$ cat src/rtl/alarm_time_set_and_match_core_defines.svh
// ----------------------------------------------------------------------------
// Alarm time core assertion macros
// Shared concurrent assertion forms, clocked on clk and disabled in reset.
// ----------------------------------------------------------------------------
`ifndef ALARM_TIME_SET_AND_MATCH_CORE_DEFINES_SVH
`define ALARM_TIME_SET_AND_MATCH_CORE_DEFINES_SVH

// Same-cycle implication
`define ATSM_ASSERT_NOW(lbl, ante, cons, msg) \
  lbl: assert property (@(posedge clk) disable iff (!rst_n) (ante) |-> (cons)) \
    else $error(msg);

// Next-cycle implication
`define ATSM_ASSERT_NEXT(lbl, ante, cons, msg) \
  lbl: assert property (@(posedge clk) disable iff (!rst_n) (ante) |=> (cons)) \
    else $error(msg);

`endif

$ cat src/rtl/atsm_pkg.sv
`timescale 1ns / 1ps
// ----------------------------------------------------------------------------
// atsm_pkg
// Types, command codes and digit helpers for the alarm time core.
// ----------------------------------------------------------------------------
package atsm_pkg;

  // Command codes; code 7 is unused and leaves the state alone
  typedef enum logic [2:0] {
    CMD_RIGHT  = 3'd0,
    CMD_LEFT   = 3'd1,
    CMD_INC    = 3'd2,
    CMD_DEC    = 3'd3,
    CMD_LOAD   = 3'd4,
    CMD_COMMIT = 3'd5,
    CMD_TICK   = 3'd6
  } cmd_t;

  // Cursor positions
  localparam logic [2:0] PosHrTens = 3'd0;
  localparam logic [2:0] PosHrOnes = 3'd1;
  localparam logic [2:0] PosMnTens = 3'd2;
  localparam logic [2:0] PosMnOnes = 3'd3;
  localparam logic [2:0] PosScTens = 3'd4;
  localparam logic [2:0] PosScOnes = 3'd5;
  localparam logic [2:0] PosLast   = PosScOnes;

  // Largest value each digit takes before wrapping
  localparam logic [1:0] HrTensMax    = 2'd2;
  localparam logic [3:0] HrOnesMaxAt2 = 4'd3;
  localparam logic [2:0] TensMax      = 3'd5;
  localparam logic [3:0] OnesMax      = 4'd9;

  // One HH:MM:SS set of digits
  typedef struct packed {
    logic [1:0] hr_tens;
    logic [3:0] hr_ones;
    logic [2:0] mn_tens;
    logic [3:0] mn_ones;
    logic [2:0] sc_tens;
    logic [3:0] sc_ones;
  } digits_t;

  // Full editor state
  typedef struct packed {
    logic [2:0] cursor;
    digits_t    edit;
    digits_t    alarm;
  } state_t;

  function automatic logic [2:0] inc_tens(input logic [2:0] d);
    inc_tens = (d >= TensMax) ? 3'd0 : d + 3'd1;
  endfunction

  function automatic logic [3:0] inc_ones(input logic [3:0] d, input logic [3:0] max);
    inc_ones = (d >= max) ? 4'd0 : d + 4'd1;
  endfunction

  // tens*10 + ones for minutes and seconds
  function automatic logic [5:0] pair_val(input logic [2:0] t, input logic [3:0] o);
    pair_val = 6'(t) * 6'd10 + 6'(o);
  endfunction

endpackage

$ cat src/rtl/atsm_if.sv
`timescale 1ns / 1ps
// ----------------------------------------------------------------------------
// atsm_in_if / atsm_out_if
// Valid/ready channels for command beats and result beats.
// ----------------------------------------------------------------------------
interface atsm_in_if;
  logic       valid;
  logic       ready;
  logic [2:0] command;
  logic [4:0] now_hour;
  logic [5:0] now_minute;
  logic [5:0] now_second;

  modport source (output valid, command, now_hour, now_minute, now_second, input ready);
  modport sink   (input valid, command, now_hour, now_minute, now_second, output ready);
endinterface

interface atsm_out_if;
  logic       valid;
  logic       ready;
  logic [2:0] cursor;
  logic [1:0] edit_hour_tens;
  logic [3:0] edit_hour_ones;
  logic [2:0] edit_minute_tens;
  logic [3:0] edit_minute_ones;
  logic [2:0] edit_second_tens;
  logic [3:0] edit_second_ones;
  logic       edits_saved;
  logic       alarm_hit;

  modport source (output valid, cursor, edit_hour_tens, edit_hour_ones, edit_minute_tens,
                  edit_minute_ones, edit_second_tens, edit_second_ones, edits_saved,
                  alarm_hit, input ready);
  modport sink   (input valid, cursor, edit_hour_tens, edit_hour_ones, edit_minute_tens,
                  edit_minute_ones, edit_second_tens, edit_second_ones, edits_saved,
                  alarm_hit, output ready);
endinterface

$ cat src/rtl/alarm_time_set_and_match_core.sv
`timescale 1ns / 1ps
// ----------------------------------------------------------------------------
// alarm_time_set_and_match_core
// HH:MM:SS alarm editor with cursor, digit edit, load/commit and time match.
// ----------------------------------------------------------------------------
//  Channel  | Dir | Beat contents
//  ---------+-----+----------------------------------------------------------
//  in_ch    | in  | command, now_hour, now_minute, now_second
//  out_ch   | out | cursor, six edit digits, edits_saved, alarm_hit
//
//  One result beat per command beat; a beat passes the input register, then the
//  result register, one beat per cycle sustained while out_ch.ready holds.
//  The state update is a single pass of atsm_step between those two registers.
//  Reset (rst_n low, synchronous) clears cursor, edit and alarm digits.
//  A stalled result holds; the input register still takes one more beat.
// ----------------------------------------------------------------------------
`include "alarm_time_set_and_match_core_defines.svh"

module alarm_time_set_and_match_core import atsm_pkg::*; (
  input  logic        clk,
  input  logic        rst_n,
  atsm_in_if.sink     in_ch,
  atsm_out_if.source  out_ch
);

  logic       s1_vld_r;
  cmd_t       s1_cmd_r;
  logic [4:0] s1_hour_r;
  logic [5:0] s1_min_r;
  logic [5:0] s1_sec_r;

  state_t     state_r;
  state_t     state_nxt;
  logic       saved_nxt;
  logic       hit_nxt;

  logic       out_vld_r;
  digits_t    out_edit_r;
  logic [2:0] out_cursor_r;
  logic       out_saved_r;
  logic       out_hit_r;

  logic       adv;
  logic       in_rdy;

  // Handshake
  assign adv         = !out_vld_r || out_ch.ready;
  assign in_rdy      = !s1_vld_r || adv;
  assign in_ch.ready = in_rdy;

  // Control and editor state
  always_ff @(posedge clk) begin
    if (!rst_n) begin
      s1_vld_r  <= 1'b0;
      out_vld_r <= 1'b0;
      state_r   <= '0;
    end else begin
      if (in_rdy) s1_vld_r <= in_ch.valid;
      if (adv) begin
        out_vld_r <= s1_vld_r;
        if (s1_vld_r) state_r <= state_nxt;
      end
    end
  end

  // Input beat register
  always_ff @(posedge clk) begin
    if (in_ch.valid && in_rdy) begin
      s1_cmd_r  <= cmd_t'(in_ch.command);
      s1_hour_r <= in_ch.now_hour;
      s1_min_r  <= in_ch.now_minute;
      s1_sec_r  <= in_ch.now_second;
    end
  end

  atsm_step u_step (
    .st         (state_r),
    .cmd        (s1_cmd_r),
    .now_hour   (s1_hour_r),
    .now_minute (s1_min_r),
    .now_second (s1_sec_r),
    .st_nxt     (state_nxt),
    .saved      (saved_nxt),
    .hit        (hit_nxt)
  );

  // Result register
  always_ff @(posedge clk) begin
    if (adv && s1_vld_r) begin
      out_cursor_r <= state_nxt.cursor;
      out_edit_r   <= state_nxt.edit;
      out_saved_r  <= saved_nxt;
      out_hit_r    <= hit_nxt;
    end
  end

  assign out_ch.valid            = out_vld_r;
  assign out_ch.cursor           = out_cursor_r;
  assign out_ch.edit_hour_tens   = out_edit_r.hr_tens;
  assign out_ch.edit_hour_ones   = out_edit_r.hr_ones;
  assign out_ch.edit_minute_tens = out_edit_r.mn_tens;
  assign out_ch.edit_minute_ones = out_edit_r.mn_ones;
  assign out_ch.edit_second_tens = out_edit_r.sc_tens;
  assign out_ch.edit_second_ones = out_edit_r.sc_ones;
  assign out_ch.edits_saved      = out_saved_r;
  assign out_ch.alarm_hit        = out_hit_r;

  // Checks
  `ATSM_ASSERT_NOW(a_cursor_range, 1'b1, state_r.cursor <= PosLast,
    "cursor left the digit range")
  `ATSM_ASSERT_NOW(a_hr_tens_range, 1'b1,
    state_r.edit.hr_tens <= HrTensMax && state_r.alarm.hr_tens <= HrTensMax,
    "hour tens digit out of range")
  `ATSM_ASSERT_NEXT(a_commit_saved, adv && s1_vld_r && s1_cmd_r == CMD_COMMIT,
    out_saved_r, "commit did not report edits saved")
  `ATSM_ASSERT_NEXT(a_hit_only_tick, adv && s1_vld_r && s1_cmd_r != CMD_TICK,
    !out_hit_r, "alarm hit on a non-tick beat")
  `ATSM_ASSERT_NOW(a_no_overrun, s1_vld_r && out_vld_r && !out_ch.ready,
    !in_rdy, "input accepted with both stages full")

endmodule

$ cat src/rtl/atsm_step.sv
`timescale 1ns / 1ps
// ----------------------------------------------------------------------------
// atsm_step
// Next-state and result logic for one command applied to the editor state.
// ----------------------------------------------------------------------------
module atsm_step import atsm_pkg::*; (
  input  state_t     st,
  input  cmd_t       cmd,
  input  logic [4:0] now_hour,
  input  logic [5:0] now_minute,
  input  logic [5:0] now_second,
  output state_t     st_nxt,
  output logic       saved,
  output logic       hit
);

  logic [2:0] pos;
  digits_t    e;
  digits_t    inc_d;
  digits_t    dec_d;
  logic [4:0] alarm_hour;

  assign pos = (st.cursor <= PosLast) ? st.cursor : PosHrTens;
  assign e   = st.edit;

  // Increment of the digit under the cursor
  always_comb begin
    inc_d = e;
    unique case (pos)
      PosHrTens: inc_d.hr_tens = (e.hr_tens >= HrTensMax) ? 2'd0 : e.hr_tens + 2'd1;
      PosHrOnes: begin
        // hour ones frozen when tens is out of range
        if (e.hr_tens == HrTensMax) begin
          inc_d.hr_ones = inc_ones(e.hr_ones, HrOnesMaxAt2);
        end else if (e.hr_tens < HrTensMax) begin
          inc_d.hr_ones = inc_ones(e.hr_ones, OnesMax);
        end
      end
      PosMnTens: inc_d.mn_tens = inc_tens(e.mn_tens);
      PosMnOnes: inc_d.mn_ones = inc_ones(e.mn_ones, OnesMax);
      PosScTens: inc_d.sc_tens = inc_tens(e.sc_tens);
      default:   inc_d.sc_ones = inc_ones(e.sc_ones, OnesMax);
    endcase
  end

  // Decrement, saturating at zero
  always_comb begin
    dec_d = e;
    unique case (pos)
      PosHrTens: if (e.hr_tens != 2'd0) dec_d.hr_tens = e.hr_tens - 2'd1;
      PosHrOnes: if (e.hr_ones != 4'd0) dec_d.hr_ones = e.hr_ones - 4'd1;
      PosMnTens: if (e.mn_tens != 3'd0) dec_d.mn_tens = e.mn_tens - 3'd1;
      PosMnOnes: if (e.mn_ones != 4'd0) dec_d.mn_ones = e.mn_ones - 4'd1;
      PosScTens: if (e.sc_tens != 3'd0) dec_d.sc_tens = e.sc_tens - 3'd1;
      default:   if (e.sc_ones != 4'd0) dec_d.sc_ones = e.sc_ones - 4'd1;
    endcase
  end

  // Committed hour may reach 29; compared as given
  assign alarm_hour = 5'(st.alarm.hr_tens) * 5'd10 + 5'(st.alarm.hr_ones);

  // Command decode
  always_comb begin
    st_nxt = st;
    hit    = 1'b0;
    unique case (cmd)
      CMD_RIGHT:  st_nxt.cursor = (pos >= PosLast) ? PosHrTens : pos + 3'd1;
      CMD_LEFT:   st_nxt.cursor = (pos == PosHrTens) ? PosLast : pos - 3'd1;
      CMD_INC:    st_nxt.edit = inc_d;
      CMD_DEC:    st_nxt.edit = dec_d;
      CMD_LOAD:   st_nxt.edit = st.alarm;
      CMD_COMMIT: st_nxt.alarm = st.edit;
      CMD_TICK:   hit = (alarm_hour == now_hour) &&
                        (pair_val(st.alarm.mn_tens, st.alarm.mn_ones) == now_minute) &&
                        (pair_val(st.alarm.sc_tens, st.alarm.sc_ones) == now_second);
      default: ;
    endcase
  end

  assign saved = (st_nxt.edit == st_nxt.alarm);

endmodule

$ cat src/flat_wrapper.sv
// flat-port wrapper written by rule: the top's interface ports become plain ports
module alarm_time_set_and_match_core_flat import atsm_pkg::*;
  (clk, rst_n, in_ch_valid, in_ch_command, in_ch_now_hour, in_ch_now_minute, in_ch_now_second, in_ch_ready, out_ch_valid, out_ch_cursor, out_ch_edit_hour_tens, out_ch_edit_hour_ones, out_ch_edit_minute_tens, out_ch_edit_minute_ones, out_ch_edit_second_tens, out_ch_edit_second_ones, out_ch_edits_saved, out_ch_alarm_hit, out_ch_ready);
  atsm_in_if in_ch_i ();
  atsm_out_if out_ch_i ();
  input  logic clk;
  input  logic rst_n;
  input wire logic [$bits(in_ch_i.valid)-1:0] in_ch_valid;
  input wire logic [$bits(in_ch_i.command)-1:0] in_ch_command;
  input wire logic [$bits(in_ch_i.now_hour)-1:0] in_ch_now_hour;
  input wire logic [$bits(in_ch_i.now_minute)-1:0] in_ch_now_minute;
  input wire logic [$bits(in_ch_i.now_second)-1:0] in_ch_now_second;
  output wire logic [$bits(in_ch_i.ready)-1:0] in_ch_ready;
  output wire logic [$bits(out_ch_i.valid)-1:0] out_ch_valid;
  output wire logic [$bits(out_ch_i.cursor)-1:0] out_ch_cursor;
  output wire logic [$bits(out_ch_i.edit_hour_tens)-1:0] out_ch_edit_hour_tens;
  output wire logic [$bits(out_ch_i.edit_hour_ones)-1:0] out_ch_edit_hour_ones;
  output wire logic [$bits(out_ch_i.edit_minute_tens)-1:0] out_ch_edit_minute_tens;
  output wire logic [$bits(out_ch_i.edit_minute_ones)-1:0] out_ch_edit_minute_ones;
  output wire logic [$bits(out_ch_i.edit_second_tens)-1:0] out_ch_edit_second_tens;
  output wire logic [$bits(out_ch_i.edit_second_ones)-1:0] out_ch_edit_second_ones;
  output wire logic [$bits(out_ch_i.edits_saved)-1:0] out_ch_edits_saved;
  output wire logic [$bits(out_ch_i.alarm_hit)-1:0] out_ch_alarm_hit;
  input wire logic [$bits(out_ch_i.ready)-1:0] out_ch_ready;
  assign in_ch_i.valid = in_ch_valid;
  assign in_ch_i.command = in_ch_command;
  assign in_ch_i.now_hour = in_ch_now_hour;
  assign in_ch_i.now_minute = in_ch_now_minute;
  assign in_ch_i.now_second = in_ch_now_second;
  assign in_ch_ready = in_ch_i.ready;
  assign out_ch_valid = out_ch_i.valid;
  assign out_ch_cursor = out_ch_i.cursor;
  assign out_ch_edit_hour_tens = out_ch_i.edit_hour_tens;
  assign out_ch_edit_hour_ones = out_ch_i.edit_hour_ones;
  assign out_ch_edit_minute_tens = out_ch_i.edit_minute_tens;
  assign out_ch_edit_minute_ones = out_ch_i.edit_minute_ones;
  assign out_ch_edit_second_tens = out_ch_i.edit_second_tens;
  assign out_ch_edit_second_ones = out_ch_i.edit_second_ones;
  assign out_ch_edits_saved = out_ch_i.edits_saved;
  assign out_ch_alarm_hit = out_ch_i.alarm_hit;
  assign out_ch_i.ready = out_ch_ready;
  alarm_time_set_and_match_core u_core (.clk(clk), .rst_n(rst_n), .in_ch(in_ch_i), .out_ch(out_ch_i));
endmodule
$ cat config.mk
export PLATFORM = sky130hd
export DESIGN_NAME = alarm_time_set_and_match_core_flat
export DESIGN_NICKNAME = d
export VERILOG_FILES = /design/src/rtl/atsm_pkg.sv /design/src/rtl/atsm_if.sv /design/src/rtl/alarm_time_set_and_match_core.sv /design/src/rtl/atsm_step.sv /design/src/flat_wrapper.sv
export VERILOG_INCLUDE_DIRS = /design/src /design/src/rtl
export SDC_FILE = /design/constraint.sdc
export NUM_CORES = 1
export LEC_CHECK = 0
export ABC_AREA = 0
export ABC_CLOCK_PERIOD_IN_PS = 3250
export BUFFER_PORTS_ARGS = -buffer_cell sky130_fd_sc_hd__buf_2
export CELL_PAD_IN_SITES_DETAIL_PLACEMENT = 0
export CELL_PAD_IN_SITES_GLOBAL_PLACEMENT = 2
export CORE_ASPECT_RATIO = 0.7
export CORE_MARGIN = 2
export CORE_UTILIZATION = 38
export CTS_CLUSTER_DIAMETER = 30
export CTS_CLUSTER_SIZE = 12
export DETAILED_ROUTE_END_ITERATION = 10
export PLACE_DENSITY = 0.85
export SLEW_MARGIN = 10
export SYNTH_ARGS = -nofsm -noshare
export SYNTH_HDL_FRONTEND = slang
export SYNTH_HIERARCHICAL = 1
export SYNTH_SLANG_ARGS = --single-unit
$ cat constraint.sdc
create_clock -name clk -period 3.25 [get_ports clk]
set_input_delay 0.8125 -clock clk [delete_from_list [all_inputs] [get_ports clk]]
set_output_delay 0.8125 -clock clk [all_outputs]
set_load 0.05 [all_outputs]
# Yosys cells after proc, flatten, opt, wreduce, memory -nomap -nowiden
# Index checks and enable logic that the tools add are counted.
[word_totals]
regBits = 90
inputBits = 24
wordCells = 124
[classes]
n_addsub = 17
multipliers = 3
magnitude_cmp = 10
eq_ne = 15
muxes = 33
reduce_logical = 18
[op_table]
columns = ["op", "count"]
rows = [
  ["4-bit 2-to-1 mux", 15],
  ["20-bit case mux with 3 select lines", 1],
  ["3-bit 2-to-1 mux", 11],
  ["20-bit == test", 1],
  ["20-bit 2-to-1 mux", 1],
  ["4-bit by 1-bit adder with 4-bit output, second input constant", 3],
  ["6-bit by 4-bit adder with 6-bit output", 2],
  ["3-bit by 2-bit == test with 1-bit output, second input constant", 4],
  ["3-bit == test, second input constant", 4],
  ["6-bit == test", 2],
  ["4-bit >= comparator, second input constant", 3],
  ["4-bit nonzero test", 3],
  ["4-bit by 1-bit subtractor with 4-bit output, second input constant", 3],
  ["3-bit by 3-bit multiplier with 5-bit output, second input constant", 2],
  ["3-bit by 1-bit adder with 3-bit output, second input constant", 3],
  ["3-bit >= comparator, second input constant", 3],
  ["3-bit by 1-bit subtractor with 3-bit output, second input constant", 3],
  ["2-bit 2-to-1 mux", 4],
  ["3-bit by 1-bit == test with 1-bit output, second input constant", 2],
  ["3-bit logical NOT", 2],
  ["3-bit case mux with 2 select lines", 1],
  ["3-bit nonzero test", 2],
  ["5-bit by 4-bit adder with 5-bit output", 1],
  ["5-bit == test", 1],
  ["14 further kinds", 19],
]

# Depth between registers and ports, before layout
# Gate-level depths: netlist of the first run.
[logic_depth]
depth_word = 7
mapped_depth = 15
ltp_nobuf = 13

# By module
# Netlist of the first run, hierarchy kept.
[modules_own_cells]
columns = ["mod", "n_inst", "cells_per_inst", "area_per_inst_um2"]
rows = [
  ["atsm_step", 1, 462, 3174.3],
  ["alarm_time_set_and_match_core", 1, 241, 3158.0],
]

# Worst setup path before layout of the first run
# No wires, ideal clock.
[synth_timing]
kind = "flip-flop to flip-flop"
start = "register u_core/state_r[42] (netlist name)"
end = "register u_core.out_saved_r, in the netlist u_core/out_ch.edits_saved, data pin"
arrival_ps = 2778
path_slack_ps = 340
path_stages_with_launch = 15
n_path_buf = 2
synth_period_minus_slack_ps = 2910
cell_sequence = "dfxtp_1 -> buf_2 -> or2b_1 -> inv_1 -> ha_1 -> ha_1 -> buf_2 -> inv_1 -> a21o_1 -> o311a_1 -> or3_1 -> a211oi_1 -> nand4_1 -> nor4_1 -> and3_1"
[synth_between]
elab_chain_len = 7
word_cells_on_any_way = 22
cone_classes = "1 x order compare; 5 x eq/ne; 14 x mux; 2 x reduce/logical"
[synth_rtl]
columns = ["element", "line_no", "text"]
rows = [
  ["start, declared", "alarm_time_set_and_match_core.sv:32", "state_t state_r;"],
  ["start signal, assigned", "alarm_time_set_and_match_core.sv:61", "if (s1_vld_r) state_r <= state_nxt;"],
  ["3-bit less-or-equal comparator", "atsm_step.sv:23", "assign pos = (st.cursor <= PosLast) ? st.cursor : PosHrTens;"],
  ["3-bit 2-to-1 mux *", "atsm_step.sv:23", ""],
  ["3-bit == test, or another cell as far along", "atsm_step.sv:29, atsm_step.sv:49", ""],
  ["5-bit OR reduction (no line)", "n/a", ""],
  ["4-bit 2-to-1 mux, on equally long branches", "atsm_step.sv:49, atsm_step.sv:29", ""],
  ["20-bit case mux with 3 select lines *", "atsm_step.sv:66", "unique case (cmd)"],
  ["20-bit == test *", "atsm_step.sv:80", "assign saved = (st_nxt.edit == st_nxt.alarm);"],
  ["named net u_core.saved_nxt", "alarm_time_set_and_match_core.sv:34", "logic saved_nxt;"],
  ["end signal, assigned", "alarm_time_set_and_match_core.sv:92", "out_saved_r <= saved_nxt;"],
  ["end, declared", "alarm_time_set_and_match_core.sv:40", "logic out_saved_r;"],
]
# The timed path passes the listed nets; every way through them passes the cells marked *.
# A chain may end at the register's enable or synchronous reset.

# Final worst setup path of the first run
[layout_timing]
start = "register u_core/state_r[41] (netlist name)"
end = "register u_core.out_saved_r, in the netlist u_core/out_ch.edits_saved, data pin"
# Same word-level chain as after synthesis.

==> results of run 1 <==
## routing by layer
metal | track usage (%) | vias to the layer above
li1 | - | 2652
met1 | 32.8 | 2676
met2 | 32.1 | 153
met3 | 3.93 | 24
met4 | 5.23 | 0
met5 | 0 | -
## per-stage QoR
stage | util, % | instance area (µm²) | total power, mW | hold slack [ns] | instances
finish | 44.7 | 7290 | 2.67 | 0.498 | 993
detailed placement | 42.8 | 6980 | 1.63 | 0.490 | 977
global placement | 42.8 | 6980 | 1.63 | 0.480 | 977
floorplan | - | 6330 | 1.52 | 0.434 | 703
CTS | 44.6 | 7280 | 2.69 | 0.500 | 993
global route | 44.7 | 7290 | 2.77 | 0.524 | 993
## report_power, final
group / internal [mW] / switching (mW) / total (mW)
registers: 1.23 / 0.0232 / 1.25
clock network: 0.599 / 0.456 / 1.06
logic: 0.124 / 0.238 / 0.363
## cell type report
cell class | instances | area (µm²) | area share [%]
Clock buffer | 12 | 236 | 3.24
Sequential cell | 90 | 2250 | 30.9
Timing Repair Buffer | 90 | 576 | 7.90
Multi-Input combinational cell | 534 | 3750 | 51.4
Inverter | 38 | 143 | 1.96
Clock inverter | 4 | 51.3 | 0.704
Tap cell | 225 | 282 | 3.86
## sequential cells by signal, indices dropped and copies added, names as in the netlist, 2 cells and up
signal and cells:
u_core/out_ch.edit_minute_ones 4, u_core/out_ch.edit_second_ones 4, u_core/out_ch.edit_minute_tens 3, u_core/out_ch.edit_hour_tens 2, u_core/state_r 43, u_core/s1_sec_r 6
u_core/out_ch.edit_hour_ones 4, u_core/out_ch.edit_second_tens 3, u_core/s1_cmd_r 3, u_core/out_ch.cursor 3, u_core/s1_hour_r 5, u_core/s1_min_r 6
## worst max path at each step
stage / from / slack [ns] / cells after the start / to
global route: u_core/state_r[41]$_SDFFE_PN0P_ / 0.04 / 12 / u_core/out_ch.edits_saved$_DFFE_PP_
global placement: u_core/state_r[41]$_SDFFE_PN0P_ / 0.08 / 12 / u_core/out_ch.edits_saved$_DFFE_PP_
CTS: u_core/state_r[41]$_SDFFE_PN0P_ / 0.12 / 12 / u_core/out_ch.edits_saved$_DFFE_PP_
finish: u_core/state_r[41]$_SDFFE_PN0P_ / 0.19 / 12 / u_core/out_ch.edits_saved$_DFFE_PP_
detailed placement: u_core/state_r[41]$_SDFFE_PN0P_ / 0.002 / 12 / u_core/out_ch.edits_saved$_DFFE_PP_
floorplan: u_core/state_r[42]$_SDFFE_PN0P_ / 0.34 / 14 / u_core/out_ch.edits_saved$_DFFE_PP_
## worst max-delay path, delay by kind of cell (launching register included)
kind	cells	cell delay (ns)
AND/OR/NAND/NOR	5	1.21
buffers and inverters	2	0.21
flip-flops	1	0.34
AO/OA/AOI/OAI	3	0.73
adder cells (fa/ha/maj)	2	0.44
## layout by cell type (no fill, tap or decap), types with 6 or more instances in the layout
master and count:
a21o_1 9, a21oi_1 25, buf_2 50, buf_4 38
clkbuf_16 9, dfxtp_1 45, edfxtp_1 45, ha_1 35
inv_1 38, mux2_2 9, mux2i_1 50, nand2_1 132
nand2b_1 10, nand3_1 12, nand4_1 9, nor2_1 29
nor3_1 9, nor3b_1 7, nor4_1 6, o211ai_1 9
o21ai_0 30, xnor2_1 22, xor2_1 15
## repair_timing
action                                  in CTS  in global routing
endpoints found under the setup margin       1                  1
pin swaps                                    0                  0
buffers inserted                             0                  0
gates cloned                                 0                  0
gates resized for setup                      2                  2
## kinds of logic after synthesis
group	after synthesis	synth area share [%]
xor gates and xnor gates	37	5.12
adders and majority gates	39	8.06
buffers and inverters	79	5.71
and+or+nand+nor	259	20.5
muxes	59	9.50
AOI/OAI and AO/OA	140	15.5
DFF	90	35.6
==> run metrics, run 1 <==
Synth top area share 21.3%; Die H 112 µm; RSZ-0062 raised after global routing false; Post-Syn Instances 703; Top Layer Used met4; routed wire length 18.5 mm; max incr delay on CP 0.34 ns; WL met3 934 µm; Fillers 1,649; CP max-delay cell dfxtp_1; Clock transition at path regs 0.06 ns; Main synth FF type edfxtp_1; length of routed wiring on met1 9.36 mm; Crit Path Class reg -> reg; largest cells by area after synthesis edfxtp_1, dfxtp_1, mux2i_1; global-route wire length before repair 29.5 mm; largest area contributor in the netlist edfxtp_1; met2 routed WL 7.91 mm; final period utilization 94.1%; CTS Buffer Depth 2; clock root buffer clkbuf_16; Antenna Diode Count 0; most frequent cell after synthesis nand2_1; Tmin final 3.06 ns; Tightest Pin Transition 0.635 ns; CP endpoint kind flop; final count of negative-setup-slack endpoints 0; synth cell count leaders nand2_1, mux2i_1, dfxtp_1, edfxtp_1, inv_1; CTS Sinks 90; critical path's most frequent cell inv_1; nets@finish 826; ys async rst share 0%; layout cells sized above 1 17.6%; vias in the first global route 5,296; syn nets 766; Crit Path Max Fanout 8; EDFF count, synth 45; first-pass iteration count of the detailed router 6; FF-to-FF path depth 12; Clock Latency Late Sink 0.36 ns; min-delay worst type reg -> reg; via/cell ratio 5.54; Max Fclk 0.327 GHz; CTS tree done; Hold Startpoint u_core/state_r[2]$_SDFFE_PN0P_; share of the yosys chip area belonging to registers 35.6%; initial antenna violation count 0; Rel. slew slack 57.6%; global placer's final weighted congestion 0.945; Data arrival, critical path 3.28 ns; Num CTS Buffers 9; aggregate global routing overflow 0; Worst Hold Endpoint u_core/state_r[2]$_SDFFE_PN0P_; r2r startpoint u_core/state_r[41]$_SDFFE_PN0P_; R2R Path End u_core/out_ch.edits_saved$_DFFE_PP_; fin. max-slew vios 0; I/O pin cnt 51; final setup skew 0.00958 ns; CTS Hold Bufs 0; R2R Setup Slk 0.19 ns; status finished, final reports clean; Initial Util 38.9%; core area 16,300 µm²; Yosys reg bits 90; Yosys cell types 79; startpoint types flop; Final WS setup 0.190 ns; I/O Buffers 50; area delta synth->final 15.1%; Hold Path Stages 2; cells along the critical path or2b_1 -> inv_1 -> ha_1 -> ha_2 -> inv_1 -> a21o_1 -> o311a_1 -> or3_1 -> a211oi_1 -> nand4_1 -> nor4_4 -> and3_1; syn_area_per_cell 9.01 µm²; largest net degree at the start of global routing 89; synth warn 6; max-cap violations 0; drt wl/cell 18.6 µm; hpwl dp 13.8 mm; Final Hold Vio Count 0; CTS H-tree lvls 3; Starting DRT DRC Count 443; global-route usage over all layers 21.7%; Setup TNS Final 0 ns; Worst Path Required 3.47 ns; dpl ws 0.00201 ns; DR DRC count 0; DIE WIDTH 158 µm; leakage 2.91 nW; Netlist Area Pre-Place 6330 µm²; Power Density 366 nW/µm²; Site Rows 39; number of nets with antenna violations after routing 0; VDD IR max 0.225 mV; Die Area 17,700 µm²; Vias 5,505
No activity file was read; power rests on OpenSTA's default activity.
==> inputs of run 2 (changes only) <==
Settings changed: CTS_BUF_LIST from default to sky130_fd_sc_hd__clkbuf_4 sky130_fd_sc_hd__clkbuf_8 sky130_fd_sc_hd__clkbuf_16.
==> run 2 against run 1 <==
  * Utilization rose by 0.069 points
  * Wire length about the same
  * Combinational power hardly changed
  * Die area unchanged
  * Cell count did not move
  * Critical endpoint unchanged
==> run metrics, run 2 (synthesis gave the netlist of run 1 again) <==
sequential group share of total power 46.5%; status finished, final reports clean; global-route wire length before repair 29.5 mm; number of nets with antenna violations after routing 0; r2r startpoint u_core/state_r[41]$_SDFFE_PN0P_; layout cells sized above 1 18.0%; Sequential Area 2250 µm²; placed cells 977; first-pass iteration count of the detailed router 8; Post-Layout Cell Count 993; CP endpoint kind flop; Crit Path Class reg -> reg; Final Hold Vio Count 0; final setup skew 0.00925 ns; global placer's final weighted congestion 0.945; drt wl/cell 18.6 µm; nets@finish 826; Worst Path Required 3.47 ns; final period utilization 93.9%; clock root buffer clkbuf_16; hpwl dp 13.8 mm; most frequent cells in the layout nand2_1, buf_2, mux2i_1; CTS Hold Bufs 0; Max Fclk 0.328 GHz; Die H 112 µm; largest net degree at the start of global routing 89; DIE WIDTH 158 µm; Int Power 1.98 mW; Die Area 17,700 µm²; global-route usage over all layers 21.8%; initial antenna violation count 0; min-delay worst type reg -> reg; via/cell ratio 5.51; I/O pin cnt 51; I/O Buffers 50; Clock Power Share 40.0%; most flop-heavy register u_core/state_r; Rel. slew slack 58.9%; Critical Path Start u_core/state_r[41]$_SDFFE_PN0P_; multi-input logic area 3750 µm²; fin. max-slew vios 0; Tmin final 3.05 ns; Antenna Diode Count 0; most common cell after layout, fill and taps aside nand2_1; Fillers 1,648; Starting DRT DRC Count 449; Vias 5,471; Setup TNS Final 0 ns; Largest regs u_core/state_r (43), u_core/s1_min_r (6), u_core/s1_sec_r (6); CTS tree done; Sw Pwr 0.716 mW; Initial Util 38.9%; Largest register FFs 43; routed wire length 18.4 mm; Clock transition at path regs 0.07 ns; core area 16,300 µm²; Clock Latency Late Sink 0.35 ns; Switching Share 26.6%; Comb power frac 13.5%; leakage 2.93 nW; Hold Startpoint u_core/state_r[42]$_SDFFE_PN0P_; max-cap violations 0; aggregate global routing overflow 0; Data arrival, critical path 3.28 ns; vias in the first global route 5,314; area delta synth->final 15.3%; Power Density 369 nW/µm²; final count of negative-setup-slack endpoints 0; CTS H-tree lvls 3; CTS Buffer Depth 2; RSZ-0062 raised after global routing false; Site Rows 39; startpoint types flop; Tightest Pin Transition 0.616 ns; VDD IR max 0.224 mV; CTS Sinks 90; Crit Path Max Fanout 8; Num CTS Buffers 9; DR DRC count 0
run 2: cell counts in the layout (fill, tap and decap cells not counted):
No cell type changed its count.
run 2: what timing repair did:
action	4_1_cts	5_1_grt
setup endpoints to repair	1	1
gates cloned	0	0
resized for setup	2	2
buffers inserted	0	0
run 2: final timing paths:
check                                        end  slack (ns)  depth (start not counted)
max          u_core/out_ch.edits_saved$_DFFE_PP_        0.20                         12
min              u_core/state_r[42]$_SDFFE_PN0P_        0.50                          2
max reg2reg  u_core/out_ch.edits_saved$_DFFE_PP_        0.20                         12
min reg2reg      u_core/state_r[42]$_SDFFE_PN0P_        0.50                          2
run 2: critical path: stages (launching register included):
cell      delay (ns)
dfxtp_1         0.35
or2b_1          0.30
inv_1           0.12
ha_1            0.17
ha_2            0.27
inv_1           0.09
a21o_1          0.18
o311a_1         0.32
or3_1           0.31
a211oi_1        0.24
nand4_1         0.18
nor4_4          0.21
and3_1          0.20
run 2: per-layer routing:
| layer | global-route usage [%] | up-vias | share of wire, % |
|---|---|---|---|
| li1 | - | 2656 | - |
| met1 | 32.7 | 2653 | 51 |
| met2 | 32.1 | 137 | 43 |
| met3 | 3.93 | 25 | 5.2 |
| met4 | 5.23 | 0 | 1.3 |
| met5 | 0 | - | 0 |
run 2: through the flow:
| step | hold WS, ns | setup WS, ns | power [mW] | instance area [µm²] | utilization [%] |
|---|---|---|---|---|---|
| 4_1_cts | 0.500 | 0.118 | 2.72 | 7290 | 44.7 |
| 3_5_place_dp | 0.490 | 0.00201 | 1.63 | 6980 | 42.8 |
| 3_3_place_gp | 0.480 | 0.0766 | 1.63 | 6980 | 42.8 |
| 5_1_grt | 0.524 | 0.0360 | 2.79 | 7300 | 44.8 |
| 2_1_floorplan | 0.434 | 0.340 | 1.52 | 6330 | - |
| 6_report | 0.499 | 0.198 | 2.69 | 7300 | 44.8 |
run 2: area by class of cell:
type                            instances  share of cell area, %
Inverter                               38                   1.95
Clock inverter                          4                  0.703
Sequential cell                        90                   30.9
Tap cell                              225                   3.86
Timing Repair Buffer                   90                   7.88
Multi-Input combinational cell        534                   51.4
Clock buffer                           12                   3.39
run 2: power by group through the flow:
stage	registers (mW)	clock network, mW	logic, mW
6_report	1.25	1.08	0.362
5_1_grt	1.26	1.15	0.390
4_1_cts	1.25	1.11	0.357
3_5_place_dp	1.28	0	0.353
3_3_place_gp	1.28	0	0.351
2_1_floorplan	1.32	0	0.197
